### src/ordered_array_store_unit_defines.svh
// assertion macros shared by the ordered array store rtl
// expects clk_i and rst_ni in the scope where a macro is used
`ifndef ORDERED_ARRAY_STORE_UNIT_DEFINES_SVH
`define ORDERED_ARRAY_STORE_UNIT_DEFINES_SVH

// expression holds at every clock edge out of reset
`define OAS_ASSERT_ALWAYS(name, expr, msg) \
  name: assert property (@(posedge clk_i) disable iff (!rst_ni) (expr)) else $error(msg);

// consequent holds in the same cycle as the antecedent
`define OAS_ASSERT_IMPLIES(name, ante, cons, msg) \
  name: assert property (@(posedge clk_i) disable iff (!rst_ni) (ante) |-> (cons)) else $error(msg);

// consequent holds in the cycle after the antecedent
`define OAS_ASSERT_NEXT(name, ante, cons, msg) \
  name: assert property (@(posedge clk_i) disable iff (!rst_ni) (ante) |=> (cons)) else $error(msg);

`endif

### src/oas_pkg.sv
// shared types and codes of the ordered array store
// no dependencies
`default_nettype none

package oas_pkg;

  localparam int WORD_W = 32;
  localparam int POS_W  = 7;
  localparam int CNT_W  = 7;
  localparam int AT_W   = 6;
  localparam int ST_W   = 2;
  localparam int FUNC_W = 3;

  localparam logic [FUNC_W-1:0] F_INSERT = 3'd0;
  localparam logic [FUNC_W-1:0] F_APPEND = 3'd1;
  localparam logic [FUNC_W-1:0] F_POP    = 3'd2;
  localparam logic [FUNC_W-1:0] F_DELETE = 3'd3;
  localparam logic [FUNC_W-1:0] F_SEARCH = 3'd4;

  localparam logic [ST_W-1:0] ST_DONE    = 2'd0;
  localparam logic [ST_W-1:0] ST_REJECT  = 2'd1;
  localparam logic [ST_W-1:0] ST_MISSING = 2'd2;

  localparam logic [CNT_W-1:0] CAP_RESET    = 7'd64;
  localparam logic             REG_CAPACITY = 1'b0;

  // operation broadcast to every cell of the chain
  typedef enum logic [1:0] {
    OP_HOLD,
    OP_INS,
    OP_DEL,
    OP_SWAP
  } cell_op_e;

  typedef struct packed {
    cell_op_e          op;
    logic              key_mode;
    logic [POS_W-1:0]  pos;
    logic [CNT_W-1:0]  fill;
    logic [WORD_W-1:0] val;
  } cell_cmd_t;

endpackage

`default_nettype wire

### src/oas_cell.sv
// one storage cell of the ordered array store chain
// depends on oas_pkg
`default_nettype none

module oas_cell #(
  parameter int IDX = 0,
  parameter int IW  = 6
) (
  input  wire logic                        clk_i,
  input  wire oas_pkg::cell_cmd_t          cmd_i,
  input  wire logic [oas_pkg::WORD_W-1:0]  left_i,
  input  wire logic [oas_pkg::WORD_W-1:0]  right_i,
  output logic      [oas_pkg::WORD_W-1:0]  word_o,
  output logic                             match_o
);
  import oas_pkg::*;

  localparam int CW = ((IW > POS_W) ? IW : POS_W) + 1;

  logic [WORD_W-1:0] word_q, word_d;
  logic [CW-1:0]     my_idx, pos_x, pos_nx, fill_x;
  logic              is_at, is_above, is_next;

  assign my_idx   = CW'(IDX);
  assign pos_x    = CW'(cmd_i.pos);
  assign pos_nx   = pos_x + CW'(1);
  assign fill_x   = CW'(cmd_i.fill);
  assign is_at    = (my_idx == pos_x);
  assign is_above = (my_idx > pos_x);
  assign is_next  = (my_idx == pos_nx);

  always_comb begin
    word_d = word_q;
    case (cmd_i.op)
      OP_INS: begin
        if (is_above) begin
          word_d = left_i;
        end else if (is_at) begin
          word_d = cmd_i.val;
        end
      end
      OP_DEL: begin
        if (is_above || is_at) begin
          word_d = right_i;
        end
      end
      OP_SWAP: begin
        if (is_at) begin
          word_d = right_i;
        end else if (is_next) begin
          word_d = left_i;
        end
      end
      default: begin
        word_d = word_q;
      end
    endcase
  end

  always_ff @(posedge clk_i) begin
    word_q <= word_d;
  end

  assign word_o  = word_q;
  // key compare for search, position select for delete, both limited to live entries
  assign match_o = (cmd_i.key_mode ? (word_q == cmd_i.val) : is_at) && (my_idx < fill_x);

endmodule

`default_nettype wire

### config.mk
export PLATFORM = sky130hd
export DESIGN_NAME = oas_cell
export DESIGN_NICKNAME = d
export VERILOG_FILES = /design/src/ordered_array_store_unit_defines.svh /design/src/oas_pkg.sv /design/src/oas_cell.sv
export SDC_FILE = /design/constraint.sdc
export NUM_CORES = 1
export LEC_CHECK = 0
export ABC_AREA = 0
export BUFFER_PORTS_ARGS = -buffer_cell sky130_fd_sc_hd__buf_2
export CAP_MARGIN = 20
export CELL_PAD_IN_SITES_DETAIL_PLACEMENT = 2
export CELL_PAD_IN_SITES_GLOBAL_PLACEMENT = 2
export CORE_ASPECT_RATIO = 0.7
export CORE_MARGIN = 3
export CORE_UTILIZATION = 22
export CTS_BUF_LIST = sky130_fd_sc_hd__clkbuf_4 sky130_fd_sc_hd__clkbuf_8 sky130_fd_sc_hd__clkbuf_16
export DETAILED_ROUTE_END_ITERATION = 10
export PLACE_DENSITY = 0.89
export SLEW_MARGIN = 20
export SYNTH_ARGS = -nofsm -noshare
export SYNTH_HDL_FRONTEND = slang
export SYNTH_SLANG_ARGS = --single-unit
### constraint.sdc
create_clock -name clk_i -period 4.17 [get_ports clk_i]
set_clock_uncertainty 0.05 [all_clocks]
set_input_delay 0.834 -clock clk_i [delete_from_list [all_inputs] [get_ports clk_i]]
set_output_delay 0.834 -clock clk_i [all_outputs]
set_load 0.1 [all_outputs]
* Yosys cells after proc, flatten, opt, wreduce, memory -nomap -nowiden
Cells that the tools add are included.
** Storage, ports and cells
- Output and inout port bits :: 33
- Memories kept :: 0
- Latch bits :: 0
- Logic and storage cells :: 24
- Memory bits (writable) :: 0
- Bits in registers :: 32
- Bits in read-only memories :: 0
- Bits of input ports :: 114
** Cells by class
- Bitwise operators :: 0
- Order comparisons :: 2
- Reduce and logical (&&, ||, !) cells :: 6
- Multipliers :: 0
- Eq/ne operators :: 7
- Multiplexer cells :: 7
- Shift operators :: 0
- Div/mod/pow operators :: 0
- Add/sub/neg operators :: 1
** Operators with widths (number)
- 32-bit 2-to-1 mux :: 5
- 32-bit case mux with 3 select lines :: 1
- 32-bit equality test :: 1
- 8-bit zero test :: 2
- 7-bit by 1-bit adder with 8-bit output (second input constant) :: 1
- 1-bit by 7-bit greater-than comparator with 1-bit output (first input constant) :: 1
- 1-bit by 7-bit less-than comparator with 1-bit output (first input constant) :: 1
- 3-bit inequality test (second input constant) :: 2
- 2-bit equality test (second input constant) :: 2
- 4-bit AND reduction :: 1
- 3-bit nonzero test :: 1
- 2-bit by 1-bit equality test with 1-bit output (second input constant) :: 1
- 2-bit inequality test (second input constant) :: 1
- 1-bit logical AND :: 1
- 1-bit logical OR :: 1
- 1-bit 2-to-1 mux :: 1

* Depth between registers and ports, before layout
Gate-level depths: netlist of run 1.
- Depth after elaboration :: 5
- Mapped depth :: 6
- Gate-level depth less buffers :: 4

* Worst setup path after synthesis of run 1
Ideal clock, no wire load.
- Kind :: input port to flip-flop
- Start :: in cmd_i[48] (netlist name)
- End :: reg word_q[0], in the netlist word_o[0], enable pin
- Path buffers :: 2
- Data arrival time :: 2802 ps
- Slack :: 897 ps
- Required time :: 3699 ps
- Stages on the path :: 4
- Path through :: clkbuf_1 buf_1 nor2_1 nor2_1
** On the way
- Word-level cells in the longest chain between the ends :: 3
- Elaborated cells between the ends (all ways) :: 8
- Classes of those cells :: 6 x eq/ne; 2 x reduce/logical
** Ends and longest elaborated chain
- from (decl) :: line oas_cell.sv:10 : input wire oas_pkg::cell_cmd_t cmd_i,
- 2-bit equality test / 2-bit by 1-bit equality test with 1-bit output (equally long branches) :: line oas_cell.sv:34 : case (cmd_i.op)
- 3-bit inequality test (no line) (tied with other cells)
- 4-bit AND reduction (no line) *
- to (signal assigned) :: line oas_cell.sv:61 : word_q <= word_d;
- to (decl) :: line oas_cell.sv:20 : logic [WORD_W-1:0] word_q, word_d;
Every way passes the cells marked *; elsewhere a longest branch is shown, timed or not.
A chain may end at the register's enable or synchronous reset.

* Final worst setup path of run 1
- Start :: in cmd_i[15] (netlist name)
- End :: out match_o
** On the way
- Word-level cells in the longest chain between the ends :: 3
** Ends and longest elaborated chain
- 32-bit equality test :: line oas_cell.sv:66 : assign match_o = (cmd_i.key_mode ? (word_q == cmd_i.val) : is_at) && (my_idx < fill_x);
- 1-bit 2-to-1 mux :: line oas_cell.sv:66
- 1-bit logical AND :: line oas_cell.sv:66
- to (decl) :: line oas_cell.sv:14 : output logic match_o
No other way between the ends.

==> results of run 1 <==
-- metrics by stage --
stage / cells / setup WS, ns / hold slack [ns] / power (µW)
after floorplan: 193 / 0.897 / 1.01 / 458
after global placement: 451 / 0.677 / 1.13 / 525
after detailed placement: 451 / 0.692 / 1.14 / 534
after CTS: 459 / 0.677 / 0.854 / 908
after global routing: 459 / 0.640 / 0.866 / 936
final: 459 / 0.741 / 0.860 / 889
-- Yosys cell counts --
| master | instances |
|---|---|
| sky130_fd_sc_hd__nand4_1 | 6 |
| sky130_fd_sc_hd__a41o_1 | 1 |
| sky130_fd_sc_hd__buf_12 | 3 |
| sky130_fd_sc_hd__xor2_1 | 4 |
| sky130_fd_sc_hd__buf_1 | 1 |
| sky130_fd_sc_hd__nor3_1 | 3 |
| sky130_fd_sc_hd__nor4_2 | 1 |
| sky130_fd_sc_hd__a21bo_1 | 1 |
| sky130_fd_sc_hd__mux2i_1 | 32 |
| sky130_fd_sc_hd__buf_6 | 1 |
| sky130_fd_sc_hd__clkbuf_1 | 6 |
| sky130_fd_sc_hd__nand2_1 | 2 |
| sky130_fd_sc_hd__a21oi_1 | 33 |
| sky130_fd_sc_hd__edfxtp_1 | 32 |
| sky130_fd_sc_hd__nor4_1 | 3 |
| sky130_fd_sc_hd__a211oi_1 | 1 |
| sky130_fd_sc_hd__nor2_1 | 34 |
| sky130_fd_sc_hd__xnor2_1 | 28 |
| sky130_fd_sc_hd__nand3_1 | 1 |
-- final timing paths --
| check | depth (start not counted) | slack [ns] | end |
|---|---|---|---|
| worst min-delay path | 3 | 0.86 | word_o[12] |
| worst max-delay path | 7 | 0.74 | match_o |
-- worst max-delay path: cells and delay by family --
family | cells | cell delay, ns
and+or+nand+nor | 2 | 0.62
AOI/OAI and AO/OA | 1 | 0.17
xor gates and xnor gates | 1 | 0.19
buffers and inverters | 3 | 0.71
-- routing by layer --
layer  vias up  GRT usage (%)
met5         -              0
met4         2           3.56
met3        11           6.43
met2        93           26.8
met1       958           16.2
li1        992              -
-- kinds of logic (layout without fill, tap and decap cells) --
family,count (synthesis),in the layout
simple gates,50,50
compound gates,36,36
xor+xnor,32,32
mux,32,32
flops,32,32
buf+inv,11,157
-- power breakdown --
| group | internal, µW | switching [µW] |
|---|---|---|
| Sequential | 360 | 1.10 |
| Clock | 233 | 132 |
| Combinational | 78.7 | 84.8 |
| Total | 671 | 218 |
-- layout make-up --
type	instances	area, µm²	area share [%]
sequential	32	961	31.7
tap	120	150	4.95
multi-input combinational	150	1020	33.8
timing repair buffer	149	753	24.8
clock buffer	7	140	4.62
clock inverter	1	3.75	0.124
-- cells in the final DEF, fill, tap and decap left out, drive strengths merged --
cell    instances
a41o            1
a21oi          33
xor2            4
buf           149
clkbuf          7
clkinv          1
mux2i          32
a21bo           1
nor2           34
xnor2          28
edfxtp         32
nand3           1
a211oi          1
nand2           2
nor3            3
nand4           6
nor4            4
==> flow_summary.html, run 1 <==
<table>
<tr><th>Metric</th><th>Value</th></tr>
<tr><th colspan="2">Status</th></tr>
<tr><td>Outcome</td><td>complete, no violations</td></tr>
<tr><th colspan="2">Critical path</th></tr>
<tr><td>CP startpoint</td><td>cmd_i[15]</td></tr>
<tr><td>Type of destination of the critical path</td><td>output port</td></tr>
<tr><td>Delay of the slowest cell on the worst path</td><td>0.43 ns</td></tr>
<tr><td>Type of the worst setup path</td><td>in -&gt; out</td></tr>
<tr><td>Critical-path top delay cell</td><td>sky130_fd_sc_hd__buf_2</td></tr>
<tr><td>Most frequent cell on the critical path</td><td>sky130_fd_sc_hd__buf_2</td></tr>
<tr><td>Maximum net fanout on the critical path</td><td>2</td></tr>
<tr><td>Element type at the critical path start</td><td>input port</td></tr>
<tr><td>Worst path required time</td><td>3.29 ns</td></tr>
<tr><td>Critical-path cell list</td><td>buf_2 &gt; xnor2_1 &gt; nand4_1 &gt; nor4_1 &gt; buf_4 &gt; a41o_1 &gt; buf_2</td></tr>
<tr><td>Arrival @ worst endpoint</td><td>2.55 ns</td></tr>
<tr><th colspan="2">Yosys</th></tr>
<tr><td>Proportion of synthesized area in mux cells</td><td>15.4%</td></tr>
<tr><td>Synthesized netlist cell count</td><td>193</td></tr>
<tr><td>Leading post-synthesis cells by cell area</td><td>sky130_fd_sc_hd__edfxtp_1 (46%), sky130_fd_sc_hd__mux2i_1 (15%), sky130_fd_sc_hd__xnor2_1 (12%), sky130_fd_sc_hd__a21oi_1 (8.0%), sky130_fd_sc_hd__nor2_1 (6.1%)</td></tr>
<tr><td>Sequential share of the synthesized area</td><td>46.3%</td></tr>
<tr><td>Synth Cell Area</td><td>0.00208 mm²</td></tr>
<tr><td>Fraction of synthesized cell area in xor and xnor cells</td><td>13.5%</td></tr>
<tr><td>Dominant combinational cell family by area after synthesis</td><td>multiplexers</td></tr>
<tr><td>Synthesized-area fraction occupied by and/or/nand/nor cells</td><td>10.8%</td></tr>
<tr><td>Synth cell types</td><td>19</td></tr>
<tr><td>Biggest area consumer among synthesized cells</td><td>sky130_fd_sc_hd__edfxtp_1</td></tr>
<tr><td>Fraction of the mapped netlist area in compound gates</td><td>9.28%</td></tr>
<tr><td>Flip-flop and latch count after synthesis</td><td>32</td></tr>
<tr><td>Area share of fa/ha/maj cells after synthesis</td><td>0%</td></tr>
<tr><td>Post-synth top area share</td><td>46.3%</td></tr>
<tr><td>Number of nets produced by synthesis</td><td>307</td></tr>
<tr><td>Yosys warning count</td><td>0</td></tr>
<tr><td>Mean area per synthesized cell</td><td>10.8 µm²</td></tr>
<tr><th colspan="2">Placed design</th></tr>
<tr><td>Half-perimeter wire length of the detailed placement result</td><td>6430 µm</td></tr>
<tr><td>Instance area at placement</td><td>0.00289 mm²</td></tr>
<tr><td>Count of buffers inserted at the top-level ports</td><td>146</td></tr>
<tr><td>Placer congestion estimate</td><td>0.694</td></tr>
<tr><th colspan="2">Timing</th></tr>
<tr><td>Max Fclk</td><td>292 MHz</td></tr>
<tr><td>Final Hold Fails</td><td>0</td></tr>
<tr><td>Shortest period the worst path allows</td><td>3.43 ns</td></tr>
<tr><td>Final number of max-transition violations</td><td>0</td></tr>
<tr><td>Setup repair after global routing missed its margin</td><td>false</td></tr>
<tr><td>Setup TNS</td><td>0 ns</td></tr>
<tr><td>Relative slew margins</td><td>32.8%</td></tr>
<tr><td>Period utilisation layout</td><td>82.2%</td></tr>
<tr><td>Final setup violation count</td><td>0</td></tr>
<tr><td>Worst-Margin Slew</td><td>1.01 ns</td></tr>
<tr><th colspan="2">Detailed routing</th></tr>
<tr><td>Total wirelength of the detailed-routed design</td><td>7940 µm</td></tr>
<tr><td>Vias per std cell</td><td>4.48</td></tr>
<tr><td>Routed vias</td><td>2,056</td></tr>
<tr><td>Number of detailed-routing iterations run before antenna repair</td><td>3</td></tr>
<tr><td>Count of routing violations after the opening detailed-route iteration</td><td>64</td></tr>
<tr><td>M1 wire length</td><td>3110 µm</td></tr>
<tr><td>Number of design rule violations left after detail routing</td><td>0</td></tr>
<tr><td>Met2 Routed Length</td><td>3880 µm</td></tr>
<tr><td>Number of antenna-violating nets in the routed design</td><td>0</td></tr>
<tr><td>Highest signal layer in the routed design</td><td>met5</td></tr>
<tr><td>Routed wire length on met3</td><td>831 µm</td></tr>
<tr><td>Final routed wire length divided by cell count</td><td>17.3 µm</td></tr>
<tr><th colspan="2">Floorplan</th></tr>
<tr><td>Number of top-level pins</td><td>147</td></tr>
<tr><td>Total Die Area</td><td>0.0107 mm²</td></tr>
<tr><td>Die W</td><td>122 µm</td></tr>
<tr><td>Initial cell density of the core</td><td>23.6%</td></tr>
<tr><td>Number of placement rows</td><td>28</td></tr>
<tr><td>Area of the core</td><td>0.00879 mm²</td></tr>
<tr><td>Vert. Die Dim</td><td>87.3 µm</td></tr>
<tr><th colspan="2">Final layout</th></tr>
<tr><td>Fillers</td><td>1,012</td></tr>
<tr><td>Number of antenna diodes</td><td>0</td></tr>
<tr><td>Signed area change from the synthesized netlist to the final layout</td><td>46.1%</td></tr>
<tr><td>Post-route design area</td><td>0.00303 mm²</td></tr>
<tr><td>Number of flip-flops in the largest register</td><td>32</td></tr>
<tr><td>Final standard cell utilization of the core</td><td>34.5%</td></tr>
<tr><td>Layout cells sized above 1</td><td>46.9%</td></tr>
<tr><td>Layout net count</td><td>452</td></tr>
<tr><th colspan="2">Clock network</th></tr>
<tr><td>Deepest clock path buffer count</td><td>2</td></tr>
<tr><td>Cell at the root of the clock tree</td><td>sky130_fd_sc_hd__clkbuf_16</td></tr>
<tr><td>Num Clock Sinks</td><td>32</td></tr>
<tr><td>Post_cts resized</td><td>0</td></tr>
<tr><td>Buffer count from post-CTS setup fixing</td><td>0</td></tr>
<tr><td>CTS Hold Buffers Added</td><td>0</td></tr>
<tr><td>Number of CTS-inserted buffers</td><td>5</td></tr>
<tr><td>H-tree depth</td><td>2</td></tr>
<tr><td>TritonCTS clock tree</td><td>yes</td></tr>
<tr><td>Clock transition at path regs</td><td>0.05 ns</td></tr>
<tr><th colspan="2">Min path</th></tr>
<tr><td>Type of the tightest min-delay check</td><td>in -&gt; reg</td></tr>
<tr><td>Startpoint of the tightest hold check path</td><td>cmd_i[12]</td></tr>
<tr><th colspan="2">Global routing</th></tr>
<tr><td>Global-route wire length before repair</td><td>12,000 µm</td></tr>
<tr><td>Total gr overflow</td><td>0</td></tr>
<tr><td>Total global-route track usage</td><td>14.9%</td></tr>
<tr><td>Maximum number of pins on one net before global-route repair</td><td>65</td></tr>
<tr><td>Antenna violations before repair</td><td>1</td></tr>
<tr><td>Vias in the first global route</td><td>2,318</td></tr>
<tr><th colspan="2">Power and ir drop</th></tr>
<tr><td>Static leakage</td><td>0.00137 µW</td></tr>
<tr><td>Largest voltage drop on the vdd net</td><td>0.131 mV</td></tr>
<tr><td>Power per standard cell area</td><td>293 mW/mm²</td></tr>
<tr><th colspan="2">Flow run</th></tr>
<tr><td>Maxcap violations</td><td>0</td></tr>
</table>
Note: power is estimated with default switching activity, not from simulation.
==> run 2: changes to the inputs <==
--- a/config.mk
+++ b/config.mk
@@ -5,17 +5,17 @@
 export SDC_FILE = /design/constraint.sdc
 export NUM_CORES = 1
 export LEC_CHECK = 0
-export ABC_AREA = 0
+export ABC_AREA = 1
 export BUFFER_PORTS_ARGS = -buffer_cell sky130_fd_sc_hd__buf_2
 export CAP_MARGIN = 20
 export CELL_PAD_IN_SITES_DETAIL_PLACEMENT = 2
 export CELL_PAD_IN_SITES_GLOBAL_PLACEMENT = 2
 export CORE_ASPECT_RATIO = 0.7
 export CORE_MARGIN = 3
-export CORE_UTILIZATION = 22
+export CORE_UTILIZATION = 20
 export CTS_BUF_LIST = sky130_fd_sc_hd__clkbuf_4 sky130_fd_sc_hd__clkbuf_8 sky130_fd_sc_hd__clkbuf_16
 export DETAILED_ROUTE_END_ITERATION = 10
-export PLACE_DENSITY = 0.89
+export PLACE_DENSITY = 0.88
 export SLEW_MARGIN = 20
 export SYNTH_ARGS = -nofsm -noshare
 export SYNTH_HDL_FRONTEND = slang
==> constraint.sdc (replaced) <==
create_clock -name clk_i -period 3 [get_ports clk_i]
set_clock_uncertainty 0.05 [all_clocks]
set_input_delay 0.6 -clock clk_i [delete_from_list [all_inputs] [get_ports clk_i]]
set_output_delay 0.6 -clock clk_i [all_outputs]
set_load 0.1 [all_outputs]
==> run 2 against run 1 <==
Against the previous run: wire length rose by 46%; via count is 44% higher; first-iteration DRC count is 3.1% lower.
==> flow_summary.html, run 2 <==
<table>
<tr><th>Metric</th><th>Value</th></tr>
<tr><th colspan="2">Final layout</th></tr>
<tr><td>Most frequent cells in the layout</td><td>sky130_fd_sc_hd__buf_2 (145), sky130_fd_sc_hd__nand2_1 (105), sky130_fd_sc_hd__nor2_1 (50)</td></tr>
<tr><td>Signed area change from the synthesized netlist to the final layout</td><td>43.3%</td></tr>
<tr><td>Number of flip-flops in the largest register</td><td>32</td></tr>
<tr><td>Layout net count</td><td>602</td></tr>
<tr><td>Layout cells sized above 1</td><td>33.7%</td></tr>
<tr><td>Final standard cell utilization of the core</td><td>29.6%</td></tr>
<tr><td>Number of antenna diodes</td><td>0</td></tr>
<tr><td>Post-route design area</td><td>0.00350 mm²</td></tr>
<tr><td>Fillers</td><td>1,452</td></tr>
<tr><td>Most common cell after layout, fill and taps aside</td><td>sky130_fd_sc_hd__buf_2</td></tr>
<tr><th colspan="2">Timing</th></tr>
<tr><td>Max Fclk</td><td>393 MHz</td></tr>
<tr><td>Setup repair after global routing missed its margin</td><td>false</td></tr>
<tr><td>Shortest period the worst path allows</td><td>2.55 ns</td></tr>
<tr><td>Relative slew margins</td><td>60.7%</td></tr>
<tr><td>Worst-Margin Slew</td><td>0.588 ns</td></tr>
<tr><td>Period utilisation layout</td><td>84.9%</td></tr>
<tr><td>Setup TNS</td><td>0 ns</td></tr>
<tr><td>Final setup slack of the worst path</td><td>0.453 ns</td></tr>
<tr><td>Final Hold Fails</td><td>0</td></tr>
<tr><td>Final setup violation count</td><td>0</td></tr>
<tr><td>Final number of max-transition violations</td><td>0</td></tr>
<tr><th colspan="2">Yosys</th></tr>
<tr><td>Synthesized netlist cell count</td><td>345</td></tr>
<tr><td>Most numerous cell types in the synthesized netlist</td><td>sky130_fd_sc_hd__nand2_1 (105), sky130_fd_sc_hd__nor2_1 (51), sky130_fd_sc_hd__inv_1 (48), sky130_fd_sc_hd__o21ai_0 (33), sky130_fd_sc_hd__edfxtp_1 (32)</td></tr>
<tr><td>Leading post-synthesis cells by cell area</td><td>sky130_fd_sc_hd__edfxtp_1 (39%), sky130_fd_sc_hd__nand2_1 (16%), sky130_fd_sc_hd__o221ai_1 (7.9%), sky130_fd_sc_hd__nor2_1 (7.8%), sky130_fd_sc_hd__inv_1 (7.4%)</td></tr>
<tr><td>Most frequently used cell type in the post-synthesis netlist</td><td>sky130_fd_sc_hd__nand2_1</td></tr>
<tr><td>Flip-flop and latch count after synthesis</td><td>32</td></tr>
<tr><td>Mean area per synthesized cell</td><td>7.08 µm²</td></tr>
<tr><td>EDFF count, synth</td><td>32</td></tr>
<tr><td>Number of nets produced by synthesis</td><td>459</td></tr>
<tr><td>Biggest area consumer among synthesized cells</td><td>sky130_fd_sc_hd__edfxtp_1</td></tr>
<tr><td>Main synth FF type</td><td>sky130_fd_sc_hd__edfxtp_1</td></tr>
<tr><td>Sequential share of the synthesized area</td><td>39.3%</td></tr>
<tr><td>Yosys warning count</td><td>0</td></tr>
<tr><td>Async set-reset flop share out of synthesis</td><td>0%</td></tr>
<tr><td>Synth Cell Area</td><td>0.00244 mm²</td></tr>
<tr><td>Post-synth top area share</td><td>39.3%</td></tr>
<tr><td>Synth cell types</td><td>22</td></tr>
<tr><th colspan="2">Detailed routing</th></tr>
<tr><td>Routed vias</td><td>2,960</td></tr>
<tr><td>Count of routing violations after the opening detailed-route iteration</td><td>62</td></tr>
<tr><td>Number of antenna-violating nets in the routed design</td><td>0</td></tr>
<tr><td>Final routed wire length divided by cell count</td><td>18.0 µm</td></tr>
<tr><td>Total wirelength of the detailed-routed design</td><td>11,600 µm</td></tr>
<tr><td>Number of design rule violations left after detail routing</td><td>0</td></tr>
<tr><td>Number of detailed-routing iterations run before antenna repair</td><td>4</td></tr>
<tr><td>Vias per std cell</td><td>4.58</td></tr>
<tr><th colspan="2">Global routing</th></tr>
<tr><td>Total global-route track usage</td><td>17.1%</td></tr>
<tr><td>Vias in the first global route</td><td>3,357</td></tr>
<tr><td>Global-route wire length before repair</td><td>18,300 µm</td></tr>
<tr><td>Total gr overflow</td><td>0</td></tr>
<tr><td>Maximum number of pins on one net before global-route repair</td><td>33</td></tr>
<tr><td>Antenna violations before repair</td><td>1</td></tr>
<tr><th colspan="2">Power and ir drop</th></tr>
<tr><td>Largest voltage drop on the vdd net</td><td>0.164 mV</td></tr>
<tr><td>Post-layout total power</td><td>1250 µW</td></tr>
<tr><td>Power per standard cell area</td><td>357 mW/mm²</td></tr>
<tr><td>Static leakage</td><td>0.00167 µW</td></tr>
<tr><th colspan="2">Floorplan</th></tr>
<tr><td>Total Die Area</td><td>0.0136 mm²</td></tr>
<tr><td>Initial cell density of the core</td><td>20.7%</td></tr>
<tr><td>Die W</td><td>138 µm</td></tr>
<tr><td>Number of top-level pins</td><td>147</td></tr>
<tr><td>Vert. Die Dim</td><td>98.5 µm</td></tr>
<tr><td>Number of placement rows</td><td>33</td></tr>
<tr><td>Area of the core</td><td>0.0118 mm²</td></tr>
<tr><th colspan="2">Placed design</th></tr>
<tr><td>Placer congestion estimate</td><td>0.779</td></tr>
<tr><td>Setup WS pre-CTS</td><td>0.428 ns</td></tr>
<tr><td>Count of buffers inserted at the top-level ports</td><td>146</td></tr>
<tr><td>Half-perimeter wire length of the detailed placement result</td><td>9170 µm</td></tr>
<tr><td>Instance area at placement</td><td>0.00336 mm²</td></tr>
<tr><th colspan="2">Clock network</th></tr>
<tr><td>Buffer count from post-CTS setup fixing</td><td>0</td></tr>
<tr><td>Cell at the root of the clock tree</td><td>sky130_fd_sc_hd__clkbuf_16</td></tr>
<tr><td>Number of CTS-inserted buffers</td><td>5</td></tr>
<tr><td>Clock transition at path regs</td><td>0.06 ns</td></tr>
<tr><td>Post_cts resized</td><td>0</td></tr>
<tr><td>CTS Hold Buffers Added</td><td>0</td></tr>
<tr><td>TritonCTS clock tree</td><td>yes</td></tr>
<tr><td>Deepest clock path buffer count</td><td>2</td></tr>
<tr><td>H-tree depth</td><td>2</td></tr>
<tr><td>Num Clock Sinks</td><td>32</td></tr>
<tr><th colspan="2">Critical path</th></tr>
<tr><td>Worst path required time</td><td>2.35 ns</td></tr>
<tr><td>Type of the worst setup path</td><td>in -&gt; out</td></tr>
<tr><td>Maximum net fanout on the critical path</td><td>2</td></tr>
<tr><td>Element type at the critical path start</td><td>input port</td></tr>
<tr><td>Arrival @ worst endpoint</td><td>1.90 ns</td></tr>
<tr><td>Type of destination of the critical path</td><td>output port</td></tr>
<tr><th colspan="2">Flow run</th></tr>
<tr><td>Maxcap violations</td><td>0</td></tr>
<tr><th colspan="2">Status</th></tr>
<tr><td>Outcome</td><td>complete, no violations</td></tr>
<tr><th colspan="2">Min path</th></tr>
<tr><td>Type of the tightest min-delay check</td><td>in -&gt; reg</td></tr>
</table>
run 2: changes by cell type after synthesis, moves of 7 or more:
cell,delta
sky130_fd_sc_hd__mux2i_1,-32
sky130_fd_sc_hd__a21oi_1,-31
sky130_fd_sc_hd__nand2_1,+103
sky130_fd_sc_hd__xnor2_1,-20
sky130_fd_sc_hd__inv_1,+48
sky130_fd_sc_hd__buf_2,+7
sky130_fd_sc_hd__o211ai_1,+10
sky130_fd_sc_hd__o221ai_1,+22
sky130_fd_sc_hd__o21ai_0,+33
sky130_fd_sc_hd__nor2_1,+17
run 2: cell families after synthesis:
logic type / after synthesis / synth area share [%]
buf+inv: 66 / 11.4
compound gates: 72 / 19.2
xor+xnor: 11 / 3.94
flops: 32 / 39.3
simple gates: 164 / 26.1
run 2: worst max-delay path, cell delays in order:
cell and delay, ns:
sky130_fd_sc_hd__buf_2 0.10, sky130_fd_sc_hd__inv_1 0.05, sky130_fd_sc_hd__nand2_1 0.06, sky130_fd_sc_hd__nand2_1 0.06
sky130_fd_sc_hd__inv_1 0.05, sky130_fd_sc_hd__nand2_1 0.09, sky130_fd_sc_hd__nor2_1 0.12, sky130_fd_sc_hd__nand2_1 0.08
sky130_fd_sc_hd__nor2_1 0.15, sky130_fd_sc_hd__nand3_1 0.15, sky130_fd_sc_hd__a21oi_4 0.19, sky130_fd_sc_hd__buf_12 0.19
run 2: worst paths after layout:
check | start | to | cells past startpoint
max | cmd_i[11] | match_o | 12
min | right_i[23] | word_o[23] | 3
run 2: cell type report:
cell class,count,area [µm²],area share [%]
clock buffers,5,125,3.57
repair buffers,152,791,22.6
well taps,157,196,5.61
flip-flops and latches,32,961,27.4
clock inverters,3,13.8,0.393
multi-input cells,247,1230,35.0
inverters,50,188,5.36
run 2: through the flow:
| step | hold slack, ns | std cells |
|---|---|---|
| after detailed placement | 0.868 | 638 |
| after global placement | 0.850 | 638 |
| after CTS | 0.572 | 646 |
| after global routing | 0.574 | 646 |
| final | 0.580 | 646 |
| after floorplan | 0.749 | 345 |
run 2: metal layers:
| layer | GRT usage [%] | vias up | routed length (µm) |
|---|---|---|---|
| li1 | - | 1420 | - |
| met1 | 21.4 | 1428 | 5220 |
| met2 | 29.7 | 96 | 5550 |
| met3 | 4.80 | 14 | 718 |
| met4 | 3.34 | 2 | 107 |
| met5 | 0 | - | 7 |
run 2: power by group:
group / internal, µW / total, µW / switching, µW
sequential: 500 / 502 / 1.76
clock: 302 / 507 / 205
combinational: 102 / 242 / 140
